--- config.mk ---
export PLATFORM = sky130hd
export DESIGN_NAME = uapra_matcher
export DESIGN_NICKNAME = d
export VERILOG_FILES = /design/src/design/uapra_pkg.sv /design/src/design/uapra_matcher.sv
export SDC_FILE = /design/constraint.sdc
export NUM_CORES = 1
export LEC_CHECK = 0
export ABC_AREA = 0
export BUFFER_PORTS_ARGS = -buffer_cell sky130_fd_sc_hd__buf_2
export CAP_MARGIN = 10
export CELL_PAD_IN_SITES_DETAIL_PLACEMENT = 1
export CELL_PAD_IN_SITES_GLOBAL_PLACEMENT = 2
export CORE_MARGIN = 2
export CORE_UTILIZATION = 37
export DETAILED_ROUTE_END_ITERATION = 10
export HOLD_SLACK_MARGIN = 0.1
export PLACE_DENSITY = 0.83
export SYNTH_ARGS = -nofsm -noshare
export SYNTH_HDL_FRONTEND = slang
export SYNTH_SLANG_ARGS = --single-unit
--- constraint.sdc ---
create_clock -name clk -period 2.8 [get_ports clk]
set_clock_uncertainty 0.2 [all_clocks]
set_input_delay 0.7 -clock clk [delete_from_list [all_inputs] [get_ports clk]]
set_output_delay 0.7 -clock clk [all_outputs]
set_load 0.005 [all_outputs]
--- src/design/uapra_pkg.sv ---
package uapra_pkg;

  localparam int TABLE_ENTRIES = 64;
  localparam int PTR_W         = (TABLE_ENTRIES > 1) ? $clog2(TABLE_ENTRIES) : 1;
  localparam int WIN_DEPTH     = 11;
  localparam int PAT_COUNT     = 5;
  localparam int PAT_SPAN      = WIN_DEPTH + 1;

  localparam logic [7:0]  THRESH_RST   = 8'd3;
  localparam logic [15:0] RST_SECS_RST = 16'd60;
  localparam logic [7:0]  COUNT_MAX    = 8'd255;

  typedef enum logic [0:0] {
    REG_THRESHOLD  = 1'b0,
    REG_RESET_SECS = 1'b1
  } reg_idx_t;

  typedef enum logic [2:0] {
    KIND_QUOTE_OR = 3'd0,
    KIND_SCRIPT   = 3'd1,
    KIND_DOTDOT   = 3'd2,
    KIND_SEMI     = 3'd3,
    KIND_UNION    = 3'd4,
    KIND_NONE     = 3'd5
  } kind_t;

  typedef logic [8*PAT_SPAN-1:0] pat_text_t;

  localparam pat_text_t PAT_TEXT [PAT_COUNT] = '{
    pat_text_t'("' OR '1'='1"),
    pat_text_t'("<script>"),
    pat_text_t'("../"),
    pat_text_t'(";"),
    pat_text_t'("UNION SELECT")
  };
  localparam int PAT_LEN [PAT_COUNT] = '{11, 8, 3, 1, 12};

  typedef struct packed {
    logic        valid;
    logic [31:0] addr;
    logic [31:0] now;
    logic [7:0]  thresh;
    logic [15:0] rst_secs;
  } ent_req_t;

  typedef struct packed {
    logic any_hit;
    logic any_free;
    logic repl;
  } ent_ctl_t;

  typedef struct packed {
    logic       alert;
    logic [7:0] count;
  } ent_res_t;

  // bytes oldest first: byte 0 .. byte PAT_SPAN-1, the last one current
  function automatic logic [PAT_COUNT-1:0] pattern_hits(
    input logic [8*PAT_SPAN-1:0] bytes
  );
    logic [PAT_COUNT-1:0] m;
    m = '1;
    for (int p = 0; p < PAT_COUNT; p++) begin
      for (int k = 0; k < PAT_SPAN; k++) begin
        if (k >= PAT_SPAN - PAT_LEN[p]) begin
          if (bytes[8*k +: 8] != PAT_TEXT[p][8*(PAT_SPAN-1-k) +: 8]) begin
            m[p] = 1'b0;
          end
        end
      end
    end
    return m;
  endfunction

endpackage

--- src/design/uapra_matcher.sv ---
module uapra_matcher import uapra_pkg::*; (
  input  logic       clk,
  input  logic       rst_n,
  input  logic       take,
  input  logic [7:0] uri_byte,
  input  logic       last_byte,
  output kind_t      kind
);

  logic [7:0]           win_r [WIN_DEPTH];
  logic [7:0]           win_nxt [WIN_DEPTH];
  logic [PAT_COUNT-1:0] mask_r, mask_nxt, mask_all;
  logic [8*PAT_SPAN-1:0] span;

  always_comb begin
    for (int k = 0; k < WIN_DEPTH; k++) begin
      span[8*k +: 8] = win_r[k];
    end
    span[8*WIN_DEPTH +: 8] = uri_byte;
    mask_all = mask_r | pattern_hits(span);
    kind = KIND_NONE;
    for (int p = PAT_COUNT - 1; p >= 0; p--) begin
      if (mask_all[p]) begin
        kind = kind_t'(p[2:0]);
      end
    end
  end

  always_comb begin
    win_nxt  = win_r;
    mask_nxt = mask_r;
    if (take) begin
      if (last_byte) begin
        for (int k = 0; k < WIN_DEPTH; k++) win_nxt[k] = '0;
        mask_nxt = '0;
      end else begin
        for (int k = 0; k < WIN_DEPTH - 1; k++) win_nxt[k] = win_r[k+1];
        win_nxt[WIN_DEPTH-1] = uri_byte;
        mask_nxt = mask_all;
      end
    end
  end

  always_ff @(posedge clk) begin
    if (!rst_n) begin
      mask_r <= '0;
      for (int k = 0; k < WIN_DEPTH; k++) win_r[k] <= '0;
    end else begin
      mask_r <= mask_nxt;
      win_r  <= win_nxt;
    end
  end

endmodule

==> flow_summary.yaml <==
timing:
  setup-violations-final: 4
  tightestPinTransition_ns: 0.571
  finalCritPeriodShare_pct: 110
  fin_ws_ns: -0.292
  slew_viol_final: 0
  slew_headroom_pct: 62.0
  fmax_mhz: 323
  rsz0062_at_grt: "yes"
  post-route-min-period_ns: 3.09
  hold_viol_final: 0
final_layout:
  area_growth_pct: 27.2
  drive_above_1_share_pct: 20.6
  diodes: 0
  nNetsFinal: 613
  nFillCells: 1354
min_path:
  hold_class: "register to register"
  hold_start: "mask_r[3]$_SDFFE_PN0P_"
  holdPathStages: 2
  hold_path_end: "mask_r[3]$_SDFFE_PN0P_"
power:
  clockPowerShare_pct: 48.9
  swShare_pct: 22.2
  finalPower_uw: 2930
  p_per_area_nw_per_um2: 529
  ir_drop_uv: 459
  internal_power_uw: 2280
  p_comb_share_pct: 5.6
  switchingPower_uw: 651
  leakage_uw: 0.00190
  seq_power_share_pct: 45.6
synthesis:
  synth_flop_cell: "dfxtp_1"
  netlist_instances: 562
  synth_compound_area_share_pct: 13.4
  synthAdderAreaFrac_pct: 0
  syn-cell-area_sq_um: 4360
  synthTopCellsByArea: "dfxtp_1 43%, and2_1 11%, o22ai_1 11%"
  synth-edff-count: 0
  yosys.area.top_type_share_pct: 42.7
  ys_warn_count: 0
  synth_common_cells: "93 x dfxtp_1, 83 x nand2_1, 81 x inv_1"
  synth_xor_area_share_pct: 0
  synth_top_family_by_area: "simple AND/OR/NAND/NOR gates"
  seq_area_frac_synth_pct: 42.7
  ys_ff_latch: 93
  synth_cell_types: 27
  synth-simple-area-share_pct: 33.6
  synth_top_area_cell: "dfxtp_1"
  synth.most_common_cell: "dfxtp_1"
  async_flop_share_pct: 0
  synth_nets: 574
  synth.avg_cell_area_sq_um: 7.76
  muxShareOfSynthArea_pct: 0
floorplanning:
  die_h_um: 113
  top_level_ports: 15
  fp-row-count: 39
  start_util_pct: 38.0
  fp.dieArea_sq_um: 12700
  die_x_um: 113
  fp.coreArea_sq_um: 11500
outcome:
  violations: "negative setup slack"
  status: "finished, violations left"
clock_tree:
  cts.sinks: 93
  clkTransAtPathRegs_ns: 0.07
  cts_buffer_depth: 2
  root_buffer: "clkbuf_16"
  cts_max_level: 3
  clkLatencyLatePin_ns: 0.35
  cts_tree: "built"
  cts_made_buffers: 9
grt:
  grt.met2_usage_pct: 36.7
  grt_max_degree: 66
  grt_overflow: 0
  grt_use_met1_pct: 29.2
  grt_pass1_wl_um: 22300
  busiest_layer: "met2"
  groute.layer.met3.usage_pct: 4.97
  antenna_found_initial: 0
  grt_pass1_vias: 4138
  grtUsageTotal_pct: 22.3
critical_path:
  required_ns: 1.90
  ff2ff_setup_slack_ns: -0.22
  critPathArrivalTime_ns: 2.19
  crit_fanout: 4
  worstSetupPathType: "register to primary output"
  cp-end-kind: "primary output"
  reg2regPathDepth: 16
  reg2reg_from: "span[51]$_SDFFE_PN0P_"
  critical_path.startpoint_type: "register"
  worstReg2RegEnd: "mask_r[1]$_SDFFE_PN0P_"
routing:
  wl_um: 14000
  antenna_left: 0
  routed_via_density: 5.32
  vias: 3983
  drc_errors: 0
  drt_iter0_markers: 253
  wl_per_cell_um: 18.7
  drtPass1Iterations: 4
placed_design:
  io_buffers: 14
  post-place-ws_ns: -0.211
  place_congestion: 0.912
  hpwl_um: 9080
job:
  maxCapViolations: 0
[power groups by stage]
stage	combinational [uW]	sequential, uW	clock [uW]
final	163	1340	1430
after global routing	177	1340	1510
after CTS	160	1340	1460
after detailed placement	155	1370	0
after global placement	152	1370	0
after floorplan	89.9	1360	0
[metal layers]
layer	routed length, um	part of all wire, %	up-vias
met3	621	4.4	22
met2	6990	50	79
met4	234	1.7	0
met5	0	0	-
met1	6170	44	1922
li1	-	-	1960
[placed cells by master, fill, tap and decap left out, types with 2 or more instances in the layout]
cell type   instances
nand2_1            82
inv_1              81
dfxtp_1            81
o22ai_1            80
and2_1             80
buf_4              46
nor2b_1            20
nand4_1            16
nor2_1             12
dfxtp_2            12
buf_2              10
clkbuf_16           9
a21oi_1             8
nand3_1             6
nor4_4              6
nor3_1              5
nor4b_4             5
buf_6               5
nor4b_2             4
buf_12              4
and4bb_2            3
nor4bb_4            3
bufinv_16           3
and4b_1             2
nor4_2              2
a31oi_2             2
nor3_2              2
clkinvlp_4          2
[critical path: stages, from the launching register on]
cell and delay (ns):
dfxtp_1 0.34, nor4b_2 0.27, buf_4 0.16, nand3_1 0.12, nor4_2 0.43, a31oi_2 0.20
a21boi_1 0.18, buf_2 0.14
[cell families (layout without fill, tap and decap cells)]
family / Yosys count / in the layout
and+or+nand+nor: 255 / 255
buffers and inverters: 119 / 163
AOI/OAI and AO/OA: 95 / 95
DFF: 93 / 93
[state kept, by name, indices dropped and copies added (netlist names)]
signal / flops
mask_r: 5
span: 88
[stage by stage]
step | area [sq um] | TNS [ns] | hold slack [ns] | std cells | utilization (%)
after floorplan | 4360 | 0 | 0.253 | 562 | -
after global placement | 4790 | -0.263 | 0.278 | 717 | 41.8
after detailed placement | 4790 | -0.552 | 0.275 | 717 | 41.8
after CTS | 5350 | -0.459 | 0.290 | 746 | 46.7
after global routing | 5550 | -1.42 | 0.331 | 749 | 48.4
final | 5550 | -1.06 | 0.307 | 749 | 48.4
[how the worst max path moves through the flow]
stage | startpoint | endpoint | slack, ns | cells after the start
floorplan | uri_byte[7] | kind[0] | 0.21 | 5
global placement | uri_byte[3] | kind[0] | -0.11 | 8
detailed placement | uri_byte[6] | kind[0] | -0.21 | 8
CTS | span[17]$_SDFFE_PN0P_ | kind[0] | -0.18 | 7
global route | span[16]$_SDFFE_PN0P_ | kind[0] | -0.40 | 7
finish | span[67]$_SDFFE_PN0P_ | kind[0] | -0.29 | 7
[cell type report]
type                            instances  area, sq um  area share, %
Clock buffer                           10          239           4.31
Clock inverter                          6          110           1.99
Inverter                               81          304           5.48
Multi-Input combinational cell        350         2290           41.3
Sequential cell                        93         1880           33.8
Tap cell                              143          179           3.23
Timing Repair Buffer                   66          547           9.86
[timing repair]
action                     CTS  global route
setup endpoints to repair    3             4
resized for setup           21            33
pin swaps                   16            14
buffers inserted            13             3
hold endpoints to repair     0             0
hold buffers                 0             0
No activity file was read; power rests on OpenSTA's default activity.
