File: src/design/uapra_pkg.sv
package uapra_pkg;

  localparam int TABLE_ENTRIES = 64;
  localparam int PTR_W         = (TABLE_ENTRIES > 1) ? $clog2(TABLE_ENTRIES) : 1;
  localparam int WIN_DEPTH     = 11;
  localparam int PAT_COUNT     = 5;
  localparam int PAT_SPAN      = WIN_DEPTH + 1;

  localparam logic [7:0]  THRESH_RST   = 8'd3;
  localparam logic [15:0] RST_SECS_RST = 16'd60;
  localparam logic [7:0]  COUNT_MAX    = 8'd255;

  typedef enum logic [0:0] {
    REG_THRESHOLD  = 1'b0,
    REG_RESET_SECS = 1'b1
  } reg_idx_t;

  typedef enum logic [2:0] {
    KIND_QUOTE_OR = 3'd0,
    KIND_SCRIPT   = 3'd1,
    KIND_DOTDOT   = 3'd2,
    KIND_SEMI     = 3'd3,
    KIND_UNION    = 3'd4,
    KIND_NONE     = 3'd5
  } kind_t;

  typedef logic [8*PAT_SPAN-1:0] pat_text_t;

  localparam pat_text_t PAT_TEXT [PAT_COUNT] = '{
    pat_text_t'("' OR '1'='1"),
    pat_text_t'("<script>"),
    pat_text_t'("../"),
    pat_text_t'(";"),
    pat_text_t'("UNION SELECT")
  };
  localparam int PAT_LEN [PAT_COUNT] = '{11, 8, 3, 1, 12};

  typedef struct packed {
    logic        valid;
    logic [31:0] addr;
    logic [31:0] now;
    logic [7:0]  thresh;
    logic [15:0] rst_secs;
  } ent_req_t;

  typedef struct packed {
    logic any_hit;
    logic any_free;
    logic repl;
  } ent_ctl_t;

  typedef struct packed {
    logic       alert;
    logic [7:0] count;
  } ent_res_t;

  // bytes oldest first: byte 0 .. byte PAT_SPAN-1, the last one current
  function automatic logic [PAT_COUNT-1:0] pattern_hits(
    input logic [8*PAT_SPAN-1:0] bytes
  );
    logic [PAT_COUNT-1:0] m;
    m = '1;
    for (int p = 0; p < PAT_COUNT; p++) begin
      for (int k = 0; k < PAT_SPAN; k++) begin
        if (k >= PAT_SPAN - PAT_LEN[p]) begin
          if (bytes[8*k +: 8] != PAT_TEXT[p][8*(PAT_SPAN-1-k) +: 8]) begin
            m[p] = 1'b0;
          end
        end
      end
    end
    return m;
  endfunction

endpackage

File: src/design/uapra_entry_cell.sv
module uapra_entry_cell import uapra_pkg::*; (
  input  logic     clk,
  input  logic     rst_n,
  input  ent_req_t req,
  input  ent_ctl_t ctl,
  input  logic     free_before_i,
  output logic     free_before_o,
  output logic     hit,
  output ent_res_t res
);

  logic        valid_r;
  logic [31:0] addr_r;
  logic [7:0]  count_r;
  logic        seen_r;
  logic [31:0] stamp_r;

  logic        sel, restart, seen_b;
  logic [7:0]  base, cnt_nxt;
  logic [31:0] diff;

  assign hit           = req.valid && valid_r && (addr_r == req.addr);
  assign free_before_o = free_before_i || !valid_r;

  always_comb begin
    sel = req.valid && (hit || (!ctl.any_hit &&
          ((!valid_r && !free_before_i) || (!ctl.any_free && ctl.repl))));
    base    = hit ? count_r : 8'd0;
    seen_b  = hit && seen_r;
    diff    = req.now - stamp_r;
    restart = seen_b && (diff > {16'd0, req.rst_secs});
    cnt_nxt = restart ? 8'd0 : base;
    if (cnt_nxt != COUNT_MAX) cnt_nxt = cnt_nxt + 8'd1;
    res.count = sel ? cnt_nxt : 8'd0;
    res.alert = sel && (cnt_nxt >= req.thresh);
  end

  always_ff @(posedge clk) begin
    if (!rst_n) begin
      valid_r <= 1'b0;
    end else if (sel) begin
      valid_r <= 1'b1;
    end
  end

  always_ff @(posedge clk) begin
    if (sel) begin
      addr_r  <= req.addr;
      count_r <= cnt_nxt;
      seen_r  <= res.alert || seen_b;
      if (res.alert) stamp_r <= req.now;
    end
  end

endmodule

File: config.mk
export PLATFORM = sky130hd
export DESIGN_NAME = uapra_entry_cell
export DESIGN_NICKNAME = d
export VERILOG_FILES = /design/src/design/uapra_pkg.sv /design/src/design/uapra_entry_cell.sv
export SDC_FILE = /design/constraint.sdc
export NUM_CORES = 1
export LEC_CHECK = 0
export ABC_AREA = 1
export BUFFER_PORTS_ARGS = -buffer_cell sky130_fd_sc_hd__buf_2
export CAP_MARGIN = 20
export CORE_UTILIZATION = 43
export CTS_BUF_LIST = sky130_fd_sc_hd__clkbuf_8
export DETAILED_ROUTE_END_ITERATION = 8
export GPL_ROUTABILITY_DRIVEN = 0
export PLACE_DENSITY = 0.73
export SYNTH_ARGS = -nofsm -noshare
export SYNTH_HDL_FRONTEND = slang
export SYNTH_SLANG_ARGS = --single-unit
File: constraint.sdc
create_clock -name clk -period 15.15 [get_ports clk]
set_input_delay 2.2725 -clock clk [delete_from_list [all_inputs] [get_ports clk]]
set_output_delay 2.2725 -clock clk [all_outputs]
set_load 0.005 [all_outputs]
==> flow_summary.ini, run 1 <==
[run_status]
status = complete, no violations

[routing]
avgRoutedWirePerCell_um = 12.4
drt_iter0_markers = 447
routed_wl_um = 16500
ant_nets = 0
avgViaCountPerCell = 4.76
drc = 0
dr_total_vias = 6341
dr.pass1.iters = 5

[global_route]
grt_usage = 0.213
grt_first_pass_wirelength_um = 27400
grt_max_degree = 39
grt_pass1_vias = 5944
grt_overflow = 0
grt_antenna_before_repair = 0

[critical_path]
startpoint_type = input port
path_common_cell = nand2_1
crit_start = req[24]
endpoint_kind = output pin
crit_path_end = res[8]
crit_type = in2out
regToRegEndpoint = stamp_r[23]
rr_worst_depth = 39
critical_path_required_ns = 12.88
crit_path_max_incr_delay_ns = 0.44
rr_startpoint = stamp_r[0]
worstPathArrival_ns = 8.18
r2r_slack_ns = 8.51
cp_slowest_cell = fa_1
crit_fanout = 10

[synth]
syn_area_per_cell_sq_um = 6.83
yosysTopAreaCellShare = 0.321
yosysSeqAreaShare = 0.324
syn_nets = 1151
yosysWarnings = 0
synth_top_area_cell = edfxtp_1
synthesis.area_sq_mm = 0.00682
synth.distinct_cells = 40
synthTopCellsByArea = edfxtp_1 (32%), nand2_1 (18%), inv_1 (13%)
ys_seq_elements = 74
synthCells = 999

[final_layout]
area_growth_pct = 14.8
drive_gt1_frac = 0.158
fin_util = 0.511
nets = 1269
final_common_cell = nand2_1
most-common-layout-cells = nand2_1 (319), inv_1 (232), buf_2 (105), nor2_1 (83), edfxtp_1 (73)
diodes = 0
filler_cell_count = 1575
fin_cells = 1333
finalInstanceArea_sq_mm = 0.00783

[die]
dieArea_sq_mm = 0.0164
die_h_um = 128
initial_utilization = 0.445
row_count = 45
fp.coreArea_sq_mm = 0.0153
io_pins = 106
die_width_um = 128

[placed_design]
place.detailed.hpwl_um = 13800
placed_area_sq_mm = 0.00763
dp_cells = 1316
portBuffers = 105

[cts]
cts.htree.levels = 3
numCtsBuffers = 9
cts_tree = yes
clkTransAtPathRegs_ns = 0.08
cts_setup_buffers = 0
cts_buffer_depth = 2
post_cts_resized = 0
clk_latency_ns = 0.38
cts_sinks = 74
cts_root_buffer = clkbuf_8
cts_hold_buf = 0

[power_and_ir_drop]
p_per_area_mw_per_mm2 = 61.7
ir_drop_uv = 36.1
power_mw = 0.483
p_leak_nw = 4.41

[timing]
fmax_mhz = 95.7
rsz0062_at_grt = no
setup_violations = 0
worstMarginPinSlew_ns = 0.660
finClkSkew_ns = 0.0147
timing.final.crit_share = 0.690
hold_viol = 0
slew_headroom = 0.559
slew_viol_final = 0
min_period_ns = 10.45
setup_tns_ns = 0

[run]
max-cap-violations = 0

[hold_path]
hold_path.class = reg2reg
flip-flops by register name, indices dropped and copies added, names as in the netlist:
register  count
stamp_r      32
valid_r       1
count_r       8
seen_r        1
addr_r       32
how the worst min path moves through the flow:
stage | startpoint | end | slack [ns] | depth (start not counted)
3_3_place_gp | valid_r | valid_r | 0.48 | 2
6_report | valid_r | valid_r | 0.51 | 2
5_1_grt | valid_r | valid_r | 0.54 | 2
2_1_floorplan | valid_r | valid_r | 0.46 | 2
3_5_place_dp | valid_r | valid_r | 0.49 | 2
4_1_cts | valid_r | valid_r | 0.50 | 2
stage by stage:
| step | setup slack, ns | hold slack (ns) |
|---|---|---|
| after floorplan | 5.76 | 0.463 |
| after global placement | 4.91 | 0.483 |
| after detailed placement | 4.74 | 0.489 |
| after CTS | 4.73 | 0.501 |
| after global routing | 4.10 | 0.544 |
| final | 4.70 | 0.506 |
per-layer routing:
metal	vias to the layer above	track usage	wire (um)
li1	3348	-	-
met1	2803	0.291	8230
met4	0	0.0692	300
met2	167	0.343	7140
met3	23	0.0334	816
met5	-	0	0
synthesized netlist by cell type:
library cell and count:
nor3b_1 2, nand2_4 2, a21boi_1 1, fa_1 1, xnor2_1 4, nand3_4 1, nand2_2 8, a21boi_0 3
nor2_1 83, xor2_1 25, nand3b_1 5, nor2_8 1, nor2_4 2, nor4_1 8, o2111ai_1 1, edfxtp_1 73
nor2_2 10, inv_2 8, o21a_1 6, ha_1 56, a21oi_1 33, o21bai_1 4, nor3_1 4, o22ai_1 2
inv_1 232, or3b_2 1, and2_1 4, o21ai_0 5, nand3_2 2, or2_1 1, nand3_1 45, o21ai_1 2
nand4_1 23, dfxtp_1 1, nor3_2 2, and3_1 1, o211ai_1 1, or2_2 16, nand2_1 319, nor3_4 1
final cells by class:
cell class / instances / area (sq um) / share of cell area
multi-input combinational: 685 / 3720 / 0.475
sequential: 74 / 2210 / 0.282
inverter: 240 / 901 / 0.115
timing repair buffer: 107 / 561 / 0.0716
tap: 211 / 264 / 0.0337
clock buffer: 9 / 124 / 0.0158
clock inverter: 7 / 52.6 / 0.00671
report_power, final:
group	leakage [nW]	switching, mW	internal [mW]	total, mW
logic	3.66	0.0641	0.0406	0.105
clock network	0.0799	0.0873	0.0603	0.148
registers	0.672	0.00169	0.229	0.231
total	4.41	0.153	0.330	0.483
kinds of logic (layout without fill, tap and decap cells):
family                   Yosys count  in the layout  share of synthesized area
AO/OA/AOI/OAI                     58             58                     0.0490
adder cells (fa/ha/maj)           57             57                      0.106
AND/OR/NAND/NOR                  541            541                      0.352
flip-flops                        74             74                      0.324
XOR/XNOR                          29             29                     0.0372
buffers and inverters            240            363                      0.132
worst max-delay path: cells and delay by family:
family / cells / cell delay [ns]
AND/OR/NAND/NOR: 19 / 2.17
AO/OA/AOI/OAI: 9 / 1.68
adder cells (fa/ha/maj): 5 / 1.39
buffers and inverters: 7 / 0.56
XOR/XNOR: 1 / 0.08
(Power assumes the default switching activity.)
==> inputs of run 2 (changes only) <==
==> constraint.sdc (replaced) <==
create_clock -name clk -period 10.45 [get_ports clk]
set_input_delay 1.5675 -clock clk [delete_from_list [all_inputs] [get_ports clk]]
set_output_delay 1.5675 -clock clk [all_outputs]
set_load 0.005 [all_outputs]
==> flow_summary.ini, run 2 (synthesis results as in run 1) <==
[timing]
finClkSkew_ns = 0.0184
fmax_mhz = 111
slew_headroom = 0.553
setup_tns_ns = 0
slew_viol_final = 0
hold_viol = 0
worstMarginPinSlew_ns = 0.669
setup_violations = 0
timing.final.ws_setup_ns = 1.47
rsz0062_at_grt = no
min_period_ns = 8.98
timing.final.crit_share = 0.859

[global_route]
grt_max_degree = 39
grt_overflow = 0
grt_usage = 0.208
grt_antenna_before_repair = 0
grt_pass1_vias = 5825
grt_first_pass_wirelength_um = 26600

[cts]
cts_sinks = 74
cts_hold_buf = 0
clk_latency_ns = 0.39
cts_buffer_depth = 2
cts.htree.levels = 3
clkTransAtPathRegs_ns = 0.09
numCtsBuffers = 9
post_cts_resized = 0
cts_tree = yes
cts_setup_buffers = 0
cts_root_buffer = clkbuf_8

[hold_path]
hold_path.class = reg2reg
hp-start = valid_r

[run_status]
status = complete, no violations

[routing]
topRoutingLayerUsed = met4
avgRoutedWirePerCell_um = 12.4
met3_length_um = 870
dr.pass1.iters = 5
avgViaCountPerCell = 4.72
ant_nets = 0
drc = 0
drt_iter0_markers = 419
routed_wl_um = 16500
dr_total_vias = 6298
met1_length_um = 8230
wl_met2_um = 7080

[placed_design]
place_ws_ns = 1.49
portBuffers = 105
place.detailed.hpwl_um = 13600

[die]
die_h_um = 128
io_pins = 106
initial_utilization = 0.445
row_count = 45
fp.coreArea_sq_mm = 0.0153
dieArea_sq_mm = 0.0164
die_width_um = 128

[final_layout]
regArea_sq_mm = 0.00221
most-common-layout-cells = nand2_1 (319), inv_1 (232), buf_2 (105), nor2_1 (83), edfxtp_1 (73)
drive_gt1_frac = 0.159
filler_cell_count = 1601
nets = 1269
multi_input_area_sq_mm = 0.00372
diodes = 0
final_common_cell = nand2_1
area_growth_pct = 15.3
reg_top3 = addr_r: 32 flops, stamp_r: 32 flops, count_r: 8 flops

[critical_path]
crit_type = in2out
startpoint_type = input port
critical_path_required_ns = 8.88
rr_startpoint = stamp_r[0]
worstPathArrival_ns = 7.41
critical_path_buf_inv_count = 5
cp_slowest_cell = ha_1
crit_path_max_incr_delay_ns = 0.36
crit_start = req[36]
endpoint_kind = output pin
path_common_cell = nand2_1
crit_fanout = 10
critical-path-top-delay-family = simple AND/OR/NAND/NOR gates

[run]
max-cap-violations = 0

[power_and_ir_drop]
ir_drop_uv = 52.9
p_leak_nw = 4.43
p_per_area_mw_per_mm2 = 93.3
## run 2: cell types whose count changed in the layout (fill, tap and decap cells not counted), sizes merged
cell,change
inv,+2
bufinv,+1
clkinv,-2
clkinvlp,-1
## run 2: layer usage
layer / up-vias / track usage
met3: 23 / 0.0376
met4: 0 / 0.0699
met2: 186 / 0.334
met1: 2752 / 0.283
li1: 3337 / -
met5: - / 0
## run 2: worst reg2reg max path, delay by kind of cell, from the launching register on
kind,cells,cell delay (ns)
buf+inv,5,0.53
simple gates,19,2.12
flops,1,0.38
xor+xnor,1,0.08
compound gates,9,1.83
fa+ha+maj,5,1.39
## run 2: layout make-up
type                       instances  share of cell area
clock buffer                       9              0.0158
clock inverter                     7              0.0105
inverter                         240               0.115
multi-input combinational        685               0.473
sequential                        74               0.281
tap                              211              0.0336
timing repair buffer             107              0.0713
## run 2: metrics by stage
stage                     power [mW]  std cells  instance area, sq um  hold slack (ns)   util
after detailed placement       0.492       1316                  7630            0.489  0.498
after global routing           0.773       1333                  7860            0.529  0.513
final                          0.734       1333                  7860            0.506  0.513
after floorplan                0.441        999                  6820            0.463      -
after CTS                      0.742       1332                  7840            0.503  0.512
after global placement         0.489       1316                  7630            0.483  0.498
## run 2: power by group
| part | switching [mW] | internal, mW |
|---|---|---|
| logic | 0.0930 | 0.0588 |
| registers | 0.00241 | 0.332 |
| clock network | 0.133 | 0.114 |
| total | 0.228 | 0.506 |
## run 2: worst paths after layout
path,to,slack [ns],cells past startpoint
worst max-delay path,res[8],1.47,39
worst max register to register,stamp_r[30],3.88,39
worst min register to register,valid_r,0.51,2
worst min-delay path,valid_r,0.51,2
==> inputs of run 3 (changes only) <==
--- a/config.mk
+++ b/config.mk
@@ -5,14 +5,13 @@
 export SDC_FILE = /design/constraint.sdc
 export NUM_CORES = 1
 export LEC_CHECK = 0
-export ABC_AREA = 1
 export BUFFER_PORTS_ARGS = -buffer_cell sky130_fd_sc_hd__buf_2
 export CAP_MARGIN = 20
 export CORE_UTILIZATION = 43
 export CTS_BUF_LIST = sky130_fd_sc_hd__clkbuf_8
 export DETAILED_ROUTE_END_ITERATION = 8
 export GPL_ROUTABILITY_DRIVEN = 0
-export PLACE_DENSITY = 0.73
+export PLACE_DENSITY = 0.75
 export SYNTH_ARGS = -nofsm -noshare
 export SYNTH_HDL_FRONTEND = slang
 export SYNTH_SLANG_ARGS = --single-unit
==> flow_summary.ini, run 3 <==
[synth]
synth.cells.most_frequent = edfxtp_1 (73), inv_1 (66), ha_1 (56)
synth_top_area_cell = edfxtp_1
synth_edf_count = 73
yosysSeqAreaShare = 0.400
synthesis.area_sq_mm = 0.00554
syn_area_per_cell_sq_um = 9.73
ys_seq_elements = 74
synthCells = 569
yosysTopAreaCellShare = 0.396
synth.distinct_cells = 65
syn_nets = 721
yosysWarnings = 0
async_flop_share = 0
synth.most_common_cell = edfxtp_1
synthTopCellsByArea = edfxtp_1 (40%), ha_1 (13%), xor2_1 (6.2%)
ys.flop_type = edfxtp_1

[global_route]
grt_usage = 0.206
grt_pass1_vias = 4816
grt_max_degree = 35
grt_first_pass_wirelength_um = 21400
grt_antenna_before_repair = 0
grt_overflow = 0

[timing]
min_period_ns = 9.88
setup_tns_ns = 0
worstMarginPinSlew_ns = 0.832
slew_viol_final = 0
fmax_mhz = 101
hold_viol = 0
slew_headroom = 0.441
rsz0062_at_grt = no
timing.final.crit_share = 0.945
setup_violations = 0
finClkSkew_ns = 0.0105

[cts]
cts.htree.levels = 3
clk_latency_ns = 0.38
clkTransAtPathRegs_ns = 0.09
numCtsBuffers = 9
cts_root_buffer = clkbuf_8
cts_tree = yes
cts_hold_buf = 0
cts_sinks = 74
cts_buffer_depth = 2
cts_setup_buffers = 0
post_cts_resized = 0

[final_layout]
diodes = 0
most-common-layout-cells = buf_2 (105), edfxtp_1 (73), inv_1 (66), ha_1 (55), a21oi_1 (42)
reg_top3 = addr_r: 32 flops, stamp_r: 32 flops, count_r: 8 flops
area_growth_pct = 16.8
nets = 827
final_common_cell = buf_2
drive_gt1_frac = 0.203
fin_cells = 852

[placed_design]
dp_cells = 836
place.detailed.hpwl_um = 10200
portBuffers = 105

[routing]
drc = 0
avgViaCountPerCell = 5.47
ant_nets = 0
avgRoutedWirePerCell_um = 15.1
drt_iter0_markers = 249
dr_total_vias = 4658
dr.pass1.iters = 5
routed_wl_um = 12900

[critical_path]
critical_path_required_ns = 8.88
cp_slowest_cell = or3_1
worstPathArrival_ns = 8.31
crit_fanout = 7
endpoint_kind = output pin
critical-path-top-delay-family = compound AO/OA/AOI/OAI gates
startpoint_type = input port
critical_path_buf_inv_count = 2
path_common_cell = a21o_1
crit_type = in2out
crit_path_max_incr_delay_ns = 0.41

[die]
dieArea_sq_mm = 0.0133
fp.coreArea_sq_mm = 0.0126
die_width_um = 115
row_count = 41
die_h_um = 115
initial_utilization = 0.441
io_pins = 106

[power_and_ir_drop]
ir_drop_uv = 126
p_per_area_mw_per_mm2 = 109
p_leak_nw = 2.90

[run]
max-cap-violations = 0

[hold_path]
hold_path.class = reg2reg

[run_status]
status = complete, no violations
==> run 3: cell types whose count changed in the layout (fill, tap and decap cells not counted), sizes merged, moves of 8 or more <==
cell / change
xor2: +14
inv: -174
or3: +8
a21o: +18
nand3: -35
nand4: -9
nor2: -60
nor2b: +10
nand2: -294
xnor2: +10
or2: -16
a21oi: +11
o21ai: +19
==> run 3: worst paths after layout <==
path / endpoint / startpoint / depth (start not counted) / slack (ns)
worst max register to register: stamp_r[5] / stamp_r[1] / 36 / 2.97
worst min register to register: valid_r / valid_r / 1 / 0.53
worst min-delay path: valid_r / valid_r / 1 / 0.53
worst max-delay path: res[8] / req[28] / 36 / 0.57
==> run 3: power by group <==
part / switching [mW] / leakage (nW) / internal, mW / total [mW]
Combinational: 0.0701 / 2.12 / 0.0560 / 0.126
Sequential: 0.00285 / 0.672 / 0.332 / 0.335
Clock: 0.128 / 0.103 / 0.115 / 0.243
Total: 0.201 / 2.90 / 0.503 / 0.704
==> run 3: per-layer routing <==
| metal | routed length, um | global-route usage | up-vias |
|---|---|---|---|
| met5 | 0 | 0 | - |
| met4 | 213 | 0.0658 | 0 |
| met3 | 961 | 0.0748 | 19 |
| met2 | 6100 | 0.359 | 175 |
| met1 | 5580 | 0.234 | 2163 |
| li1 | - | - | 2301 |
==> run 3: cells by family (layout without fill, tap and decap cells) <==
| group | count (synthesis) | in the layout | synth area share |
|---|---|---|---|
| compound gates | 139 | 139 | 0.170 |
| mux | 2 | 2 | 0.00362 |
| xor+xnor | 53 | 53 | 0.0838 |
| simple gates | 165 | 165 | 0.158 |
| buf+inv | 79 | 190 | 0.0542 |
| flops | 74 | 74 | 0.400 |
| fa+ha+maj | 57 | 57 | 0.130 |
==> run 3: worst register-to-register path, delay by kind of cell, from the launching register on <==
family                     cells  cell delay (ns)
adders and majority gates      4             1.00
buffers and inverters          2             0.38
xor gates and xnor gates       2             0.31
AOI/OAI and AO/OA             17             3.12
DFF                            1             0.43
and+or+nand+nor               11             1.92
==> run 3: through the flow <==
step | area, sq um | hold WS [ns] | util | power (mW) | worst slack [ns]
6_report | 6470 | 0.533 | 0.514 | 0.704 | 0.570
5_1_grt | 6470 | 0.590 | 0.514 | 0.739 | 0.0361
4_1_cts | 6460 | 0.535 | 0.514 | 0.711 | 0.462
3_5_place_dp | 6250 | 0.508 | 0.497 | 0.466 | 0.493
3_3_place_gp | 6250 | 0.492 | 0.497 | 0.460 | 0.835
2_1_floorplan | 5540 | 0.478 | - | 0.422 | 1.51
==> run 3: cell type report <==
cell class,instances,area [sq um]
multi-input cells,416,3040
fillers,1127,6100
inverters,66,248
clock inverters,7,83.8
clock buffers,9,124
flip-flops and latches,74,2210
well taps,172,215
repair buffers,108,548
